`src/hw/rtl/owbm_pkg.sv`:
```
// shared types and constants for the single-wire bus master
// phase codes, timing register struct, tick count for a phase entry
// no dependencies
`default_nettype none

package owbm_pkg;

    localparam int unsigned NumRegs = 8;
    localparam int unsigned CfgIdxW = 3;
    localparam int unsigned CfgDataW = 10;
    localparam int unsigned TimerW = 10;
    localparam int unsigned PhaseW = 4;

    // action codes
    localparam logic [1:0] ACT_TICK  = 2'd0;
    localparam logic [1:0] ACT_RESET = 2'd1;
    localparam logic [1:0] ACT_WRITE = 2'd2;
    localparam logic [1:0] ACT_READ  = 2'd3;

    // register indexes
    localparam logic [CfgIdxW-1:0] REG_RESET_LOW     = 3'd0;
    localparam logic [CfgIdxW-1:0] REG_PRESENCE_WAIT = 3'd1;
    localparam logic [CfgIdxW-1:0] REG_RESET_RECOV   = 3'd2;
    localparam logic [CfgIdxW-1:0] REG_WRITE_LOW     = 3'd3;
    localparam logic [CfgIdxW-1:0] REG_WRITE_HOLD    = 3'd4;
    localparam logic [CfgIdxW-1:0] REG_READ_LOW      = 3'd5;
    localparam logic [CfgIdxW-1:0] REG_READ_SAMPLE   = 3'd6;
    localparam logic [CfgIdxW-1:0] REG_READ_HOLD     = 3'd7;

    // phase codes
    localparam logic [PhaseW-1:0] PH_IDLE      = 4'd0;
    localparam logic [PhaseW-1:0] PH_RST_LOW   = 4'd1;
    localparam logic [PhaseW-1:0] PH_RST_WAIT  = 4'd2;
    localparam logic [PhaseW-1:0] PH_RST_RECOV = 4'd3;
    localparam logic [PhaseW-1:0] PH_WR_IDLE   = 4'd4;
    localparam logic [PhaseW-1:0] PH_WR_LOW    = 4'd5;
    localparam logic [PhaseW-1:0] PH_WR_HOLD   = 4'd6;
    localparam logic [PhaseW-1:0] PH_RD_IDLE   = 4'd7;
    localparam logic [PhaseW-1:0] PH_RD_LOW    = 4'd8;
    localparam logic [PhaseW-1:0] PH_RD_SAMPLE = 4'd9;
    localparam logic [PhaseW-1:0] PH_RD_HOLD   = 4'd10;

    localparam logic [TimerW-1:0] WRITE_IDLE_TICKS = 10'd100;

    // reset values of the timing registers
    localparam logic [9:0] RST_RESET_LOW     = 10'd500;
    localparam logic [7:0] RST_PRESENCE_WAIT = 8'd60;
    localparam logic [9:0] RST_RESET_RECOV   = 10'd240;
    localparam logic [3:0] RST_WRITE_LOW     = 4'd2;
    localparam logic [7:0] RST_WRITE_HOLD    = 8'd60;
    localparam logic [3:0] RST_READ_LOW      = 4'd1;
    localparam logic [5:0] RST_READ_SAMPLE   = 6'd5;
    localparam logic [7:0] RST_READ_HOLD     = 8'd56;

    typedef struct packed {
        logic [9:0] reset_low_us;
        logic [7:0] presence_wait_us;
        logic [9:0] reset_recovery_us;
        logic [3:0] write_low_us;
        logic [7:0] write_hold_us;
        logic [3:0] read_low_us;
        logic [5:0] read_sample_us;
        logic [7:0] read_hold_us;
    } owbm_cfg_t;

    function automatic logic [TimerW-1:0] at_least_one(input logic [TimerW-1:0] v);
        at_least_one = (v == '0) ? TimerW'(1) : v;
    endfunction

    // ticks loaded into the timer on entry to a phase
    function automatic logic [TimerW-1:0] enter_time(input logic [PhaseW-1:0] p,
                                                      input owbm_cfg_t c);
        case (p)
            PH_RST_LOW:   enter_time = at_least_one(c.reset_low_us);
            PH_RST_WAIT:  enter_time = at_least_one(TimerW'(c.presence_wait_us));
            PH_RST_RECOV: enter_time = c.reset_recovery_us;
            PH_WR_IDLE:   enter_time = WRITE_IDLE_TICKS;
            PH_WR_LOW:    enter_time = at_least_one(TimerW'(c.write_low_us));
            PH_WR_HOLD:   enter_time = at_least_one(TimerW'(c.write_hold_us));
            PH_RD_IDLE:   enter_time = TimerW'(1);
            PH_RD_LOW:    enter_time = at_least_one(TimerW'(c.read_low_us));
            PH_RD_SAMPLE: enter_time = at_least_one(TimerW'(c.read_sample_us));
            PH_RD_HOLD:   enter_time = TimerW'(c.read_hold_us);
            default:      enter_time = '0;
        endcase
    endfunction

endpackage

`default_nettype wire

```
`src/hw/rtl/onewire_bus_master_unit.sv`:
```
// single-wire bus master: one item per microsecond tick, one result item each
// depends on owbm_pkg
`default_nettype none

// Usage
// Each input item on s_axis is one microsecond tick: tuser carries the action
// (tick only, bus reset, write byte, read byte), tdata the byte to write and the
// sampled line level. Each accepted item yields exactly one result item on
// m_axis with the drive request for that tick and the status after it.
// A command is started only from idle; one arriving while busy is dropped
// and flagged as rejected in its result.
// The result of an item is in the output register in the cycle after
// acceptance. Throughput is one item per cycle while the receiver takes each
// result, set by the combinational state update between the state registers
// and the output register. s_axis_tready is high while the output register is
// empty or being taken; a stalled receiver holds one result, then stops the input.
// The cfg channel writes the eight timing registers and is always ready; it
// is meant to be used only while no command is running.
// Synchronous active-low reset returns to idle, clears the state and the
// output valid flag, and loads the default timings.
module onewire_bus_master_unit
    import owbm_pkg::*;
(
    input  wire logic                aclk,
    input  wire logic                aresetn,
    input  wire logic                s_axis_tvalid,
    output logic                     s_axis_tready,
    // [7:0] data_byte, [8] line_level, [15:9] zero
    input  wire logic [15:0]         s_axis_tdata,
    // [1:0] action
    input  wire logic [1:0]          s_axis_tuser,
    output logic                     m_axis_tvalid,
    input  wire logic                m_axis_tready,
    // [0] drive_low, [1] busy_res, [2] done_res, [3] presence_fail,
    // [11:4] read_data, [12] rejected, [15:13] zero
    output logic [15:0]              m_axis_tdata,
    input  wire logic                cfg_valid,
    output logic                     cfg_ready,
    input  wire logic [CfgIdxW-1:0]  cfg_index,
    input  wire logic [CfgDataW-1:0] cfg_data
);

    owbm_cfg_t cfg_reg;

    logic [PhaseW-1:0] phase_reg, phase_next;
    logic [TimerW-1:0] timer_reg, timer_next;
    logic [2:0]        bit_reg, bit_next;
    logic [7:0]        shift_reg, shift_next;
    logic [7:0]        rdres_reg, rdres_next;
    logic              nopres_reg, nopres_next;
    logic              m_valid_reg;
    logic [15:0]       m_data_reg, m_data_next;

    logic       in_acc;
    logic [1:0] action;
    logic [7:0] data_byte;
    logic       line_level;
    logic       drive, done, rejected, finish;

    assign action     = s_axis_tuser;
    assign data_byte  = s_axis_tdata[7:0];
    assign line_level = s_axis_tdata[8];

    assign cfg_ready     = 1'b1;
    assign s_axis_tready = !m_valid_reg || m_axis_tready;
    assign in_acc        = s_axis_tvalid && s_axis_tready;
    assign m_axis_tvalid = m_valid_reg;
    assign m_axis_tdata  = m_data_reg;

    always_ff @(posedge aclk) begin
        if (!aresetn) begin
            cfg_reg.reset_low_us      <= RST_RESET_LOW;
            cfg_reg.presence_wait_us  <= RST_PRESENCE_WAIT;
            cfg_reg.reset_recovery_us <= RST_RESET_RECOV;
            cfg_reg.write_low_us      <= RST_WRITE_LOW;
            cfg_reg.write_hold_us     <= RST_WRITE_HOLD;
            cfg_reg.read_low_us       <= RST_READ_LOW;
            cfg_reg.read_sample_us    <= RST_READ_SAMPLE;
            cfg_reg.read_hold_us      <= RST_READ_HOLD;
        end else if (cfg_valid) begin
            case (cfg_index)
                REG_RESET_LOW:     cfg_reg.reset_low_us      <= cfg_data;
                REG_PRESENCE_WAIT: cfg_reg.presence_wait_us  <= cfg_data[7:0];
                REG_RESET_RECOV:   cfg_reg.reset_recovery_us <= cfg_data;
                REG_WRITE_LOW:     cfg_reg.write_low_us      <= cfg_data[3:0];
                REG_WRITE_HOLD:    cfg_reg.write_hold_us     <= cfg_data[7:0];
                REG_READ_LOW:      cfg_reg.read_low_us       <= cfg_data[3:0];
                REG_READ_SAMPLE:   cfg_reg.read_sample_us    <= cfg_data[5:0];
                REG_READ_HOLD:     cfg_reg.read_hold_us      <= cfg_data[7:0];
                default:           ;
            endcase
        end
    end

    // one tick of the bus sequencer
    always_comb begin
        phase_next  = phase_reg;
        timer_next  = timer_reg;
        bit_next    = bit_reg;
        shift_next  = shift_reg;
        rdres_next  = rdres_reg;
        nopres_next = nopres_reg;
        drive       = 1'b0;
        done        = 1'b0;
        rejected    = 1'b0;
        finish      = 1'b0;

        if (action != ACT_TICK) begin
            if (phase_reg != PH_IDLE) begin
                rejected = 1'b1;
            end else begin
                bit_next = '0;
                case (action)
                    ACT_RESET: begin
                        phase_next = PH_RST_LOW;
                    end
                    ACT_WRITE: begin
                        shift_next = data_byte;
                        phase_next = PH_WR_IDLE;
                    end
                    default: begin
                        shift_next = '0;
                        phase_next = PH_RD_IDLE;
                    end
                endcase
                timer_next = enter_time(phase_next, cfg_reg);
            end
        end

        if (phase_next != PH_IDLE) begin
            if (phase_next inside {PH_RST_LOW, PH_WR_LOW, PH_RD_LOW})
                drive = 1'b1;
            else if (phase_next == PH_WR_HOLD && !shift_next[0])
                drive = 1'b1;

            if (timer_next != '0)
                timer_next = timer_next - TimerW'(1);

            if (timer_next == '0) begin
                case (phase_next)
                    PH_RST_LOW: begin
                        phase_next = PH_RST_WAIT;
                    end
                    PH_RST_WAIT: begin
                        if (line_level) begin
                            nopres_next = 1'b1;
                            finish      = 1'b1;
                        end else begin
                            nopres_next = 1'b0;
                            if (cfg_reg.reset_recovery_us == '0)
                                finish = 1'b1;
                            else
                                phase_next = PH_RST_RECOV;
                        end
                    end
                    PH_WR_IDLE: phase_next = PH_WR_LOW;
                    PH_WR_LOW:  phase_next = PH_WR_HOLD;
                    PH_WR_HOLD: begin
                        shift_next = {1'b0, shift_next[7:1]};
                        if (bit_next == 3'd7) begin
                            finish = 1'b1;
                        end else begin
                            bit_next   = bit_next + 3'd1;
                            phase_next = PH_WR_LOW;
                        end
                    end
                    PH_RD_IDLE: phase_next = PH_RD_LOW;
                    PH_RD_LOW:  phase_next = PH_RD_SAMPLE;
                    PH_RD_SAMPLE, PH_RD_HOLD: begin
                        if (phase_next == PH_RD_SAMPLE)
                            shift_next = {line_level, shift_next[7:1]};
                        if (phase_next == PH_RD_SAMPLE && cfg_reg.read_hold_us != '0) begin
                            phase_next = PH_RD_HOLD;
                        end else if (bit_next == 3'd7) begin
                            // slot ends the byte
                            rdres_next = shift_next;
                            finish     = 1'b1;
                        end else begin
                            bit_next   = bit_next + 3'd1;
                            phase_next = PH_RD_IDLE;
                        end
                    end
                    default: finish = 1'b1;
                endcase
                if (!finish)
                    timer_next = enter_time(phase_next, cfg_reg);
            end

            if (finish) begin
                phase_next = PH_IDLE;
                timer_next = '0;
                done       = 1'b1;
            end
        end

        m_data_next = {3'b000, rejected, rdres_next, nopres_next, done,
                       (phase_next != PH_IDLE), drive};
    end

    always_ff @(posedge aclk) begin
        if (!aresetn) begin
            phase_reg   <= PH_IDLE;
            timer_reg   <= '0;
            bit_reg     <= '0;
            shift_reg   <= '0;
            rdres_reg   <= '0;
            nopres_reg  <= 1'b0;
            m_valid_reg <= 1'b0;
        end else begin
            if (in_acc) begin
                phase_reg  <= phase_next;
                timer_reg  <= timer_next;
                bit_reg    <= bit_next;
                shift_reg  <= shift_next;
                rdres_reg  <= rdres_next;
                nopres_reg <= nopres_next;
            end
            if (in_acc)
                m_valid_reg <= 1'b1;
            else if (m_axis_tready)
                m_valid_reg <= 1'b0;
        end
    end

    always_ff @(posedge aclk) begin
        if (in_acc)
            m_data_reg <= m_data_next;
    end

    // idle always has a cleared timer
    a_idle_timer: assert property (@(posedge aclk) disable iff (!aresetn)
        phase_reg == PH_IDLE |-> timer_reg == '0)
        else $error("timer running while idle");

    // a completed command never reports busy in the same item
    a_done_not_busy: assert property (@(posedge aclk) disable iff (!aresetn)
        m_axis_tvalid |-> !(m_axis_tdata[2] && m_axis_tdata[1]))
        else $error("done and busy together");

    // a command taken from idle leaves the block busy
    a_cmd_starts: assert property (@(posedge aclk) disable iff (!aresetn)
        in_acc && phase_reg == PH_IDLE && action != ACT_TICK
        |=> phase_reg != PH_IDLE && m_axis_tdata[1])
        else $error("command did not start");

    // a rejection only happens while a command runs
    a_reject_busy: assert property (@(posedge aclk) disable iff (!aresetn)
        in_acc && rejected |-> phase_reg != PH_IDLE)
        else $error("rejected while idle");

endmodule

`default_nettype wire

```
`config.mk`:
```
export PLATFORM = sky130hd
export DESIGN_NAME = onewire_bus_master_unit
export DESIGN_NICKNAME = d
export VERILOG_FILES = /design/src/hw/rtl/owbm_pkg.sv /design/src/hw/rtl/onewire_bus_master_unit.sv
export SDC_FILE = /design/constraint.sdc
export NUM_CORES = 1
export LEC_CHECK = 0
export BUFFER_PORTS_ARGS = -buffer_cell sky130_fd_sc_hd__buf_2
export CELL_PAD_IN_SITES_DETAIL_PLACEMENT = 1
export CELL_PAD_IN_SITES_GLOBAL_PLACEMENT = 1
export CORE_ASPECT_RATIO = 2
export CORE_MARGIN = 5
export CORE_UTILIZATION = 45
export DETAILED_ROUTE_END_ITERATION = 8
export PLACE_DENSITY_LB_ADDON = 0.1
export SKIP_LAST_GASP = 1
export SLEW_MARGIN = 20
export SYNTH_ARGS = -nofsm -noshare
export SYNTH_HDL_FRONTEND = slang
export SYNTH_SLANG_ARGS = --single-unit
```
`constraint.sdc`:
```
create_clock -name aclk -period 13.6 [get_ports aclk]
set_clock_uncertainty 0.05 [all_clocks]
set_input_delay 4.08 -clock aclk [delete_from_list [all_inputs] [get_ports aclk]]
set_output_delay 4.08 -clock aclk [all_outputs]
set_load 0.1 [all_outputs]
```
==> results_dict.tcl <==
set metrics [dict create \
    power_frac_comb_pct 28.5 \
    cts_tree "built" \
    finalSetupViolCount 0 \
    number_of_detailed_routing_iterations_run_before_antenna_repair 5 \
    drt_wl_total_um 22600 \
    vias_in_the_first_global_route 6441 \
    crit_path_end_kind "primary output" \
    antenna_found_initial 0 \
    seq_area_frac_synth_pct 35.8 \
    post_synth_and_or_nand_nor_area_fraction_pct 26.7 \
    ctsResizeCount 0 \
    preCtsSetupSlack_ns 4.54 \
    path_delay_family "buffers and inverters" \
    vias 6118 \
    crit_path_max_cell_delay_ns 0.45 \
    setup_total_negative_slack_ns 0 \
    pnr_total_power_uw 840 \
    critical_path_required_ns 9.47 \
    min_path_type "reg -> reg" \
    cts_root_buffer "sky130_fd_sc_hd__clkbuf_16" \
    clk_latency_ns 0.35 \
    synth-async-reset-ratio_pct 0 \
    place.gp.congestion 0.931 \
    antenna-diode-count 0 \
    largest_net_degree_at_the_start_of_global_routing 67 \
    synth_largest_type_area_fraction_pct 29.6 \
    p_leak_nw 2.69 \
    avgViaCountPerCell 6.22 \
    post_synth_num_cell_types 78 \
    cts-htree-levels 3 \
    numPortBuffers 43 \
    layout.nets 833 \
    total_net_switching_power_uw 309 \
    largest_register_ffs 58 \
    critical_path.max_fanout 3 \
    row_count 61 \
    crit_path_frequent_cell "sky130_fd_sc_hd__buf_2" \
    switching_share_pct 36.8 \
    track_usage_pct 27.7 \
    design.die.area_um2 16600 \
    layout-drive-gt1-share_pct 11.2 \
    route.layer.met1.wl_um 7640 \
    drtIter0Drc 238 \
    critical_path.cell_chain "buf_2 -> nand2b_1 -> buf_2" \
    ys.flop_type "sky130_fd_sc_hd__dfxtp_1" \
    pwr-share-clk_pct 30.2 \
    uppermost_signal_routing_layer_after_detailed_routing "met4" \
    post_synthesis_cell_type_with_the_largest_combined_area "sky130_fd_sc_hd__dfxtp_1" \
    number_of_flops_mapped_to_enable_cells_by_yosys 13 \
    pin_count 55 \
    gate_count_post_synth 784 \
    ys_seq_elements 106 \
    worst_rel_slew_slack_pct 27.5 \
    routedWlPerCell_um 23.0 \
    share_of_total_power_in_sequential_cells_pct 41.3 \
    outcome "finished, final reports clean" \
    critical_path.n_buffers_inverters 2 \
    worstSetupStartpointType "input pin" \
    slew_viol_final 0 \
    p_per_area_nw_per_um2 123 \
    detailedPlacementHpwl_um 17700 \
    synth.cell_area_um2 6280 \
    timing.final.hold_violations 0 \
    startpoint_of_the_most_critical_hold_path "nopres_reg$_SDFFE_PN0P_" \
    chipWidth_um 93.6 \
    yosys.area_share.xor_xnor_pct 0.836 \
    critPathKind "in -> out" \
    min_period_ns 8.87 \
    timing.critical_path.from "m_axis_tready" \
    synth-adder-area-share_pct 1.19 \
    flow.area_growth_from_synthesis_pct 8.52 \
    synth_mux_area_share_pct 8.23 \
    placeable_core_region_um2 13800 \
    ctsLongestPathBuffers 2 \
    timing_worst_slew_pin_value_ns 1.08 \
    num-fill-cells 1702 \
    ir_drop_mv 0.0763 \
    grt_pass1_wl_um 35200 \
    cell_types_with_the_largest_area_share_after_synthesis "sky130_fd_sc_hd__dfxtp_1 (30%), sky130_fd_sc_hd__nand2_1 (9.5%), sky130_fd_sc_hd__edfxtp_1 (6.2%)" \
    cts_sinks 106 \
    critPathArrivalTime_ns 4.74 \
    drcViolationCount 0 \
    ys_warn_count 0 \
    final.period_utilization_pct 65.2 \
    drv_cap 0 \
    setup_repair_after_global_routing_missed_its_margin "no" \
    globalRoute.totalOverflow 0 \
    timing.hold.ws_ns 0.414 \
    met3_length_um 639 \
    routed-wl-met2_um 12300 \
    ctsHoldBuffers 0 \
    cts-buffers-inserted 9 \
    synth_compound_gate_area_share_pct 22.4 \
    fmaxAchievable_mhz 113 \
    die-height_um 177 \
    synth_top_family_by_area "simple AND/OR/NAND/NOR gates" \
    final.setup.worst_slack_ns 4.73 \
    int_power_uw 531 \
    initial_core_util_pct 45.5 \
    postCtsSetupBuffers 0 \
    crit_slowest_cell "sky130_fd_sc_hd__buf_2" \
    clk_pin_slew_worst_paths_ns 0.07 \
    worstReg2RegStart "phase_reg[3]$_SDFFE_PN0P_" \
    avgSynthCellArea_um2 8.01 \
    antenna_left 0 \
]
==> layout by cell type (no fill, tap or decap), types with 11 or more instances in the layout <==
| cell | n |
|---|---|
| sky130_fd_sc_hd__nor3_1 | 17 |
| sky130_fd_sc_hd__nand3_1 | 40 |
| sky130_fd_sc_hd__a21oi_1 | 42 |
| sky130_fd_sc_hd__buf_2 | 43 |
| sky130_fd_sc_hd__mux2i_1 | 34 |
| sky130_fd_sc_hd__nor2_1 | 42 |
| sky130_fd_sc_hd__o21ai_0 | 41 |
| sky130_fd_sc_hd__dfxtp_1 | 93 |
| sky130_fd_sc_hd__nor2b_1 | 26 |
| sky130_fd_sc_hd__a22oi_1 | 11 |
| sky130_fd_sc_hd__inv_1 | 13 |
| sky130_fd_sc_hd__nand2_1 | 159 |
| sky130_fd_sc_hd__a21boi_0 | 24 |
| sky130_fd_sc_hd__edfxtp_1 | 13 |
==> power by group through the flow <==
stage	logic (mW)	registers (mW)	clock network, mW
global route	0.257	0.348	0.270
global placement	0.229	0.353	0
floorplan	0.157	0.365	0
detailed placement	0.235	0.354	0
CTS	0.237	0.346	0.257
finish	0.239	0.347	0.253
==> tightest hold or removal path: stages (launching register included) <==
cell	delay [ns]
sky130_fd_sc_hd__dfxtp_1	0.31
sky130_fd_sc_hd__nand2_1	0.05
sky130_fd_sc_hd__o21ai_0	0.06
==> metal layers <==
metal,vias up,track usage [%]
li1,2844,-
met1,2979,25.9
met5,-,0
met2,193,52.7
met4,0,21.0
met3,102,3.45
==> final timing paths <==
| path | endpoint | slack [ns] | depth (start not counted) |
|---|---|---|---|
| worst max-delay path | s_axis_tready | 4.73 | 3 |
| worst min-delay path | nopres_reg$_SDFFE_PN0P_ | 0.41 | 2 |
| worst max register to register | m_axis_tdata[11]$_DFFE_PP_ | 8.22 | 11 |
| worst min register to register | nopres_reg$_SDFFE_PN0P_ | 0.41 | 2 |
==> area by class of cell <==
| cell class | instances | area, µm² | share of cell area [%] |
|---|---|---|---|
| clock buffer | 9 | 225 | 3.30 |
| clock inverter | 6 | 50.0 | 0.734 |
| inverter | 14 | 52.6 | 0.771 |
| multi-input combinational | 613 | 3760 | 55.1 |
| sequential | 106 | 2250 | 33.0 |
| tap | 189 | 236 | 3.47 |
| timing repair buffer | 47 | 245 | 3.60 |
==> synth_stat cells (9+ instances only) <==
cell / number
sky130_fd_sc_hd__nand2_1: 159
sky130_fd_sc_hd__dfxtp_1: 93
sky130_fd_sc_hd__a21oi_1: 42
sky130_fd_sc_hd__nor2_1: 42
sky130_fd_sc_hd__clkbuf_1: 41
sky130_fd_sc_hd__o21ai_0: 41
sky130_fd_sc_hd__nand3_1: 40
sky130_fd_sc_hd__mux2i_1: 34
sky130_fd_sc_hd__nor2b_1: 26
sky130_fd_sc_hd__a21boi_0: 24
sky130_fd_sc_hd__nor3_1: 18
sky130_fd_sc_hd__edfxtp_1: 13
sky130_fd_sc_hd__inv_1: 13
sky130_fd_sc_hd__a22oi_1: 11
sky130_fd_sc_hd__a31oi_1: 10
sky130_fd_sc_hd__nor4_1: 9
sky130_fd_sc_hd__o221ai_1: 9
==> stage by stage <==
step	instances	util [%]	cell area, µm²
floorplan	786	-	6290
global placement	969	47.3	6530
detailed placement	969	47.3	6540
CTS	984	49.3	6810
global route	984	49.4	6820
finish	984	49.4	6820
==> kinds of logic (layout without fill, tap and decap cells) <==
kind of cell / after synthesis / in the layout
AO/OA/AOI/OAI: 204 / 204
XOR/XNOR: 6 / 6
adder cells (fa/ha/maj): 6 / 6
buffers and inverters: 67 / 76
flip-flops: 106 / 106
multiplexers: 47 / 47
other: 2 / 4
AND/OR/NAND/NOR: 346 / 346
Note: power is estimated with default switching activity, not from simulation.
